`config.mk`:
```
export PLATFORM = sky130hd
export DESIGN_NAME = ppbq_ctrl
export DESIGN_NICKNAME = d
export VERILOG_FILES = /design/src/hw/rtl/ppbq_pkg.sv /design/src/hw/rtl/ppbq_ctrl.sv
export SDC_FILE = /design/constraint.sdc
export NUM_CORES = 1
export LEC_CHECK = 0
export BUFFER_PORTS_ARGS = -buffer_cell sky130_fd_sc_hd__buf_4
export CAP_MARGIN = 20
export CORE_MARGIN = 2
export CORE_UTILIZATION = 49
export DETAILED_ROUTE_END_ITERATION = 7
export PLACE_DENSITY = 0.79
export SETUP_SLACK_MARGIN = 0.15
export SYNTH_ARGS = -nofsm -noshare
export SYNTH_HDL_FRONTEND = slang
export SYNTH_SLANG_ARGS = --single-unit
```
`constraint.sdc`:
```
create_clock -name clk -period 5.1 [get_ports clk]
set_input_delay 0.765 -clock clk [delete_from_list [all_inputs] [get_ports clk]]
set_output_delay 0.765 -clock clk [all_outputs]
set_load 0.005 [all_outputs]
```
`src/hw/rtl/ppbq_pkg.sv`:
```
// Shared types and constants for the ping-pong batch queue.
// No dependencies; ppbq_ctrl and ping_pong_batch_queue_unit import this package.
package ppbq_pkg;

    // Fixed port widths of the item fields and of the capacity.
    localparam int DATA_W = 32;
    localparam int CAP_W  = 9;
    localparam int FC_W   = 9;

    // Reset value of the capacity register.
    localparam logic [CAP_W-1:0] CAP_RESET = 9'd256;

    // Operation carried by an input item.
    typedef enum logic [1:0] {
        KIND_PUSH  = 2'd0,
        KIND_SWAP  = 2'd1,
        KIND_POP   = 2'd2,
        KIND_CLEAR = 2'd3
    } kind_t;

    // Outcome reported by a result item.
    typedef enum logic [2:0] {
        ST_PUSH_FIRST = 3'd0,
        ST_PUSH_MORE  = 3'd1,
        ST_PUSH_FULL  = 3'd2,
        ST_POPPED     = 3'd3,
        ST_POP_EMPTY  = 3'd4,
        ST_SWAPPED    = 3'd5,
        ST_SWAP_IGN   = 3'd6,
        ST_CLEARED    = 3'd7
    } status_t;

    typedef struct packed {
        kind_t             kind;
        logic [DATA_W-1:0] push_data;
    } in_item_t;

    typedef struct packed {
        status_t           status;
        logic [DATA_W-1:0] pop_data;
        logic [FC_W-1:0]   fill_count;
        logic              fill_empty;
        logic              fill_full;
    } out_item_t;

    // Result fields known at the time an item is accepted; the popped word
    // joins them from the read register of the bank memory.
    typedef struct packed {
        status_t         status;
        logic [FC_W-1:0] fill_count;
        logic            fill_empty;
        logic            fill_full;
    } meta_t;

endpackage

```
`src/hw/rtl/ppbq_ctrl.sv`:
```
// Bank control of the ping-pong batch queue: bank select, fill count and
// drain pointers, memory requests and the result status of each item.
// Depends on ppbq_pkg.
module ppbq_ctrl #(
    parameter int BANK_DEPTH = 256,
    parameter int WORD_WIDTH = 32
) (
    input  logic                             clk,
    input  logic                             rst_n,
    input  logic                             accept,
    input  ppbq_pkg::in_item_t               in_item,
    input  logic [ppbq_pkg::CAP_W-1:0]       capacity,
    output logic                             mem_wr_en,
    output logic [$clog2(BANK_DEPTH):0]      mem_wr_addr,
    output logic [WORD_WIDTH-1:0]            mem_wr_data,
    output logic                             mem_rd_en,
    output logic [$clog2(BANK_DEPTH):0]      mem_rd_addr,
    output ppbq_pkg::meta_t                  meta
);

    import ppbq_pkg::*;

    localparam int IDX_W = $clog2(BANK_DEPTH);
    localparam int CNT_W = $clog2(BANK_DEPTH + 1);
    localparam int CMP_W = (CNT_W > CAP_W) ? CNT_W : CAP_W;

    logic             fill_sel_reg;
    logic             fill_sel_next;
    logic [CNT_W-1:0] words_filled_reg;
    logic [CNT_W-1:0] words_filled_next;
    logic [CNT_W-1:0] drain_total_reg;
    logic [CNT_W-1:0] drain_total_next;
    logic [IDX_W-1:0] drain_index_reg;
    logic [IDX_W-1:0] drain_index_next;

    logic [CMP_W-1:0] cap_ext;
    logic [CMP_W-1:0] eff_cap;
    logic [CMP_W-1:0] filled_ext;
    logic [CMP_W-1:0] filled_next_ext;
    logic [CNT_W-1:0] drain_index_inc;
    logic             bank_full;
    status_t          status;

    // Capacity saturates at the bank depth.
    always_comb
    begin
        cap_ext = CMP_W'(capacity);
        if (cap_ext > CMP_W'(BANK_DEPTH))
        begin
            eff_cap = CMP_W'(BANK_DEPTH);
        end
        else
        begin
            eff_cap = cap_ext;
        end
        filled_ext      = CMP_W'(words_filled_reg);
        bank_full       = filled_ext >= eff_cap;
        drain_index_inc = CNT_W'(drain_index_reg) + CNT_W'(1);
    end

    // Per-item decision: counter updates, memory access and status.
    always_comb
    begin
        fill_sel_next     = fill_sel_reg;
        words_filled_next = words_filled_reg;
        drain_total_next  = drain_total_reg;
        drain_index_next  = drain_index_reg;
        mem_wr_en         = 1'b0;
        mem_rd_en         = 1'b0;
        mem_wr_addr       = {fill_sel_reg, words_filled_reg[IDX_W-1:0]};
        mem_rd_addr       = {~fill_sel_reg, drain_index_reg};
        mem_wr_data       = WORD_WIDTH'(in_item.push_data);
        status            = ST_CLEARED;

        unique case (in_item.kind)
            KIND_PUSH:
            begin
                if (bank_full)
                begin
                    status = ST_PUSH_FULL;
                end
                else
                begin
                    mem_wr_en         = accept;
                    words_filled_next = words_filled_reg + CNT_W'(1);
                    status = (words_filled_reg == '0) ? ST_PUSH_FIRST : ST_PUSH_MORE;
                end
            end
            KIND_SWAP:
            begin
                if (words_filled_reg == '0)
                begin
                    status = ST_SWAP_IGN;
                end
                else
                begin
                    fill_sel_next     = ~fill_sel_reg;
                    drain_total_next  = words_filled_reg;
                    drain_index_next  = '0;
                    words_filled_next = '0;
                    status            = ST_SWAPPED;
                end
            end
            KIND_POP:
            begin
                if (drain_total_reg == '0)
                begin
                    status = ST_POP_EMPTY;
                end
                else
                begin
                    mem_rd_en = accept;
                    status    = ST_POPPED;
                    if (drain_index_inc >= drain_total_reg)
                    begin
                        drain_total_next = '0;
                        drain_index_next = '0;
                    end
                    else
                    begin
                        drain_index_next = drain_index_inc[IDX_W-1:0];
                    end
                end
            end
            KIND_CLEAR:
            begin
                words_filled_next = '0;
                status            = ST_CLEARED;
            end
            default:
            begin
                status = ST_CLEARED;
            end
        endcase
    end

    // Fill-side flags as they stand after this item.
    always_comb
    begin
        filled_next_ext  = CMP_W'(words_filled_next);
        meta.status      = status;
        meta.fill_count  = FC_W'(words_filled_next);
        meta.fill_empty  = (words_filled_next == '0);
        meta.fill_full   = (filled_next_ext >= eff_cap);
    end

    // State registers advance only on an accepted item.
    always_ff @(posedge clk or negedge rst_n)
    begin
        if (!rst_n)
        begin
            fill_sel_reg     <= 1'b0;
            words_filled_reg <= '0;
            drain_total_reg  <= '0;
            drain_index_reg  <= '0;
        end
        else if (accept)
        begin
            fill_sel_reg     <= fill_sel_next;
            words_filled_reg <= words_filled_next;
            drain_total_reg  <= drain_total_next;
            drain_index_reg  <= drain_index_next;
        end
    end

endmodule

```
======== After elaboration in Yosys (flattened, before gate mapping) ========
Index checks and enable logic that the tools add are counted.
storage, ports and cells
  register bits ........................... 27
  input port bits ......................... 46
operators by class
  reductions and logical operators ........ 8
  order comparisons ....................... 4
  equality and inequality tests ........... 6
  bitwise gates (word level) .............. 2
  add/subtract/negate cells ............... 2
  multiplexer cells ....................... 21
operators by type and width
  kind                   count
  $mux W9                6
  $ge A9 B9 Y1           3
  $logic_not A9 Y1       3
  $pmux W9 S3            1
  $mux W8                3
  $pmux W9 S2            1
  $pmux W8 S2            1
  $pmux W3 S4            1
  $add A8 B1 Y9 const B  1
  $add A9 B1 Y9 const B  1
  $gt A9 B9 Y1 const B   1
  $ne A2 B2 Y1 const B   3
  $mux W1                5
  $reduce_and A5 Y1      1
  $eq A2 B2 Y1 const B   2
  $mux W2                2
  $reduce_and A4 Y1      1
  $mux W3                1
  $reduce_and A3 Y1      1
  $eq A2 B1 Y1 const B   1
  $logic_not A2 Y1       1
  $not A1 Y1             2
  $reduce_bool A2 Y1     1

======== Logic depth before layout (Yosys ltp) ========
  word-level depth ........................ 6
  gate-level depth with buffers ........... 19

======== Worst setup path before layout ========
No wires, ideal clock.
  path type ............................... input to output
  start ................................... in capacity[8] (netlist name)
  end ..................................... out meta[0] (netlist name)
  slack ................................... 0.693 ns
  stages .................................. 18
  arrival ................................. 3.642 ns
  buffers on the path ..................... 1
  cells stage by stage .................... clkinv_1 -> nand2_1 -> ha_1 -> a21o_1 -> a31oi_2 -> o21ai_4 -> buf_2 -> o41ai_1 -> a22o_1 -> inv_1 -> ha_1 -> nand2b_1 -> a21o_1 -> a21o_1 -> a21oi_1 -> nor2b_1 -> o211ai_1 -> a21oi_1
RTL lines
  item                line             source
  start: declaration  ppbq_ctrl.sv:12  input logic [ppbq_pkg::CAP_W-1:0] capacity,
  end: declaration    ppbq_ctrl.sv:18  output ppbq_pkg::meta_t meta

==> impl_metrics.toml <==
[setup_path]
cp.arrival_ps = 3960
critical_path_class = "primary input to output pin"
worstPathCellList = "buf_4, clkinvlp_4, nand2_1, ha_1, a211o_1, a211oi_2, nand2_2, or4_1, a21oi_1, ha_1, a2111oi_0, a21oi_1, buf_4"
r2r_cells = 10
crit_family = "compound AO/OA/AOI/OAI gates"
critical-path-max-stage-delay_ps = 490
critical_path_required_ps = 4340
crit_cells = 13
cp.buffers_inverters = 3
reg2reg_slack_ps = 2330
cpMaxStageDelayCell = "or4_1"
cp-start-kind = "primary input"
cp-end-kind = "output pin"
crit_fanout = 8

[power_and_ir_drop]
p_seq_share_pct = 38.8
peakVddDrop_mv = 0.1310
p_leak_nw = 1.389
powerDensity_nw_per_um2 = 239.1
p_int_uw = 427.9
swShare_pct = 35.97
finalPower_uw = 668.3
p_sw_uw = 240.4
power_frac_comb_pct = 42.5
p_clk_share_pct = 18.7

[routing]
dr.pass1.iters = 4
drt-wirelength-per-cell_um = 15.96
ant_nets = 0
drc = 0
initialDrtViolationCount = 154
routed_wl_um = 5952
vias = 2130
vias_per_cell = 5.710

[global_routing]
grt_start_max_net_pins = 28
grt_pass1_wl_um = 9384
grt_pass1_vias = 1975
grt_usage_pct = 19.20
grt_antenna_before_repair = 0
globalRouteOverflowTotal = 0

[placed_design]
dpl.hpwl_um = 4642
port_buffers = 47
placed_cells = 368
routabilityCongestion = 0.8182

[die]
io_pins = 112
coreArea_sq_um = 5172
fp.dieH_um = 77.53
rows = 26
die_x_um = 77.53
die-area_sq_um = 6010
start_util_pct = 51.21

[min_path]
min_path_type = "primary input to async pin"

[cts]
cts_tree = "built"
cts_buffers = 3
insertion_delay_ps = 280
h-tree-depth = 1
clk_pin_slew_ps = 90
clk_path_buf_depth = 2
cts_root_buffer = "clkbuf_8"
clock-sinks = 27

[timing]
setup_viol = 0
tightest_slew_ps = 650.7
rsz0062_at_grt = "false"
fin_crit_ps = 4723
relSlewSlack_pct = 56.38
setup_tns_ps = 0
skew_ps = 2.720
max_freq_mhz = 211.7
finalCritPeriodShare_pct = 92.62
final_max_slew_viol_count = 0
final_hold_viol_count = 0
whs_ps = 379.0

[finish]
final.fill_count = 480
seq_area_sq_um = 675.6
drive_gt1_share_pct = 26.73
layout_common_cells = "buf_4, ha_1, nand2_1"
insertedDiodeCount = 0
layout.cells.non_filler = 373
syn2layout_area_growth_pct = 5.527
multi_input_comb_area_sq_um = 1514
finish.net_count = 380
final_common_cell = "buf_4"

[synth]
synthCells = 295
synth_cell_type_count = 57
syn-num-nets = 371
async_reset_ff_share_pct = 100.0
ys_seq_area_share_pct = 25.51
ys_seq_elements = 27
synth.cell_area_sq_um = 2649
synthFlopType = "dfrtp_1"
ys_warn_count = 0
syn_avg_cell_area_sq_um = 8.979
synth_edf_count = 0

[status]
status = "finished, final reports clean"

[job]
maxCapViolations = 0
==> kinds of logic (layout without fill, tap and decap cells) <==
group / Yosys count / after routing / synth area share, %
simple gates: 87 / 87 / 17.71
flops: 27 / 27 / 25.51
xor+xnor: 10 / 10 / 3.306
fa+ha+maj: 30 / 30 / 14.17
buf+inv: 67 / 75 / 17.34
mux: 9 / 9 / 3.826
compound gates: 65 / 65 / 18.14
==> routing by layer <==
layer / global-route usage (%) / vias to the layer above / share of wire, %
li1: - / 1034 / -
met1: 26.06 / 1021 / 45
met2: 32.70 / 64 / 48
met3: 1.977 / 11 / 5.7
met4: 5.000 / 0 / 1.4
met5: 0 / - / 0
==> repair_timing <==
item                                    in CTS  in global routing
resized for setup                            0                  1
buffers inserted                             0                  1
endpoints found under the hold margin        0                  0
hold buffers                                 0                  0
endpoints found under the setup margin       0                  1
==> cells in the mapped netlist (2+ instances only) <==
cell type,number,area share (%)
and3_1,4,0.94
or4_1,3,0.85
nand4_1,2,0.47
o2bb2ai_1,2,0.66
inv_1,16,2.3
nor2b_1,5,1.2
mux2_2,8,3.4
clkbuf_1,4,0.57
nor2_1,13,1.8
nor3_1,7,1.3
o21ai_1,2,0.38
a22o_1,13,4.3
xnor2_1,5,1.7
and4_1,2,0.66
nand2_1,28,4.0
a211o_1,2,0.66
dfrtp_1,27,26
xor2_1,5,1.7
clkbuf_8,2,1.0
nand3_1,7,1.3
a21o_1,4,1.1
ha_1,30,14
nor4_1,3,0.71
o31ai_1,2,0.57
o21ai_0,13,2.5
o21a_1,2,0.57
a21oi_1,11,2.1
buf_4,42,12
nand2b_1,3,0.71
==> stage by stage <==
stage | worst slack [ps] | utilization, % | area (sq um)
2_1_floorplan | 693.3 | - | 2649
3_3_place_gp | 461.9 | 52.95 | 2739
3_5_place_dp | 301.3 | 52.95 | 2739
4_1_cts | 300.1 | 53.82 | 2784
5_1_grt | 198.6 | 54.04 | 2795
6_report | 376.5 | 54.04 | 2795
==> worst paths after layout <==
path,startpoint,to
setup / recovery,capacity[8],meta[0]
hold / removal,rst_n,drain_index_reg[6]
setup reg to reg,filled_ext[0],filled_ext[5]
hold reg to reg,drain_total_reg[8],drain_total_reg[8]
max in group asynchronous,rst_n,drain_total_reg[5]
min in group clk,drain_total_reg[8],drain_total_reg[8]
==> power by group through the flow <==
stage	Combinational, mW	Sequential, mW	Clock, mW
3_3_place_gp	0.270	0.263	0
5_1_grt	0.314	0.263	0.136
6_report	0.284	0.259	0.125
3_5_place_dp	0.278	0.264	0
4_1_cts	0.281	0.259	0.131
2_1_floorplan	0.211	0.253	0
==> layout make-up <==
class / instances / share of cell area (%)
multi-input cells: 201 / 54.16
flip-flops and latches: 27 / 24.17
repair buffers: 54 / 14.50
well taps: 70 / 3.133
inverters: 17 / 2.417
clock buffers: 4 / 1.611
No activity file was read; power rests on OpenSTA's default activity.
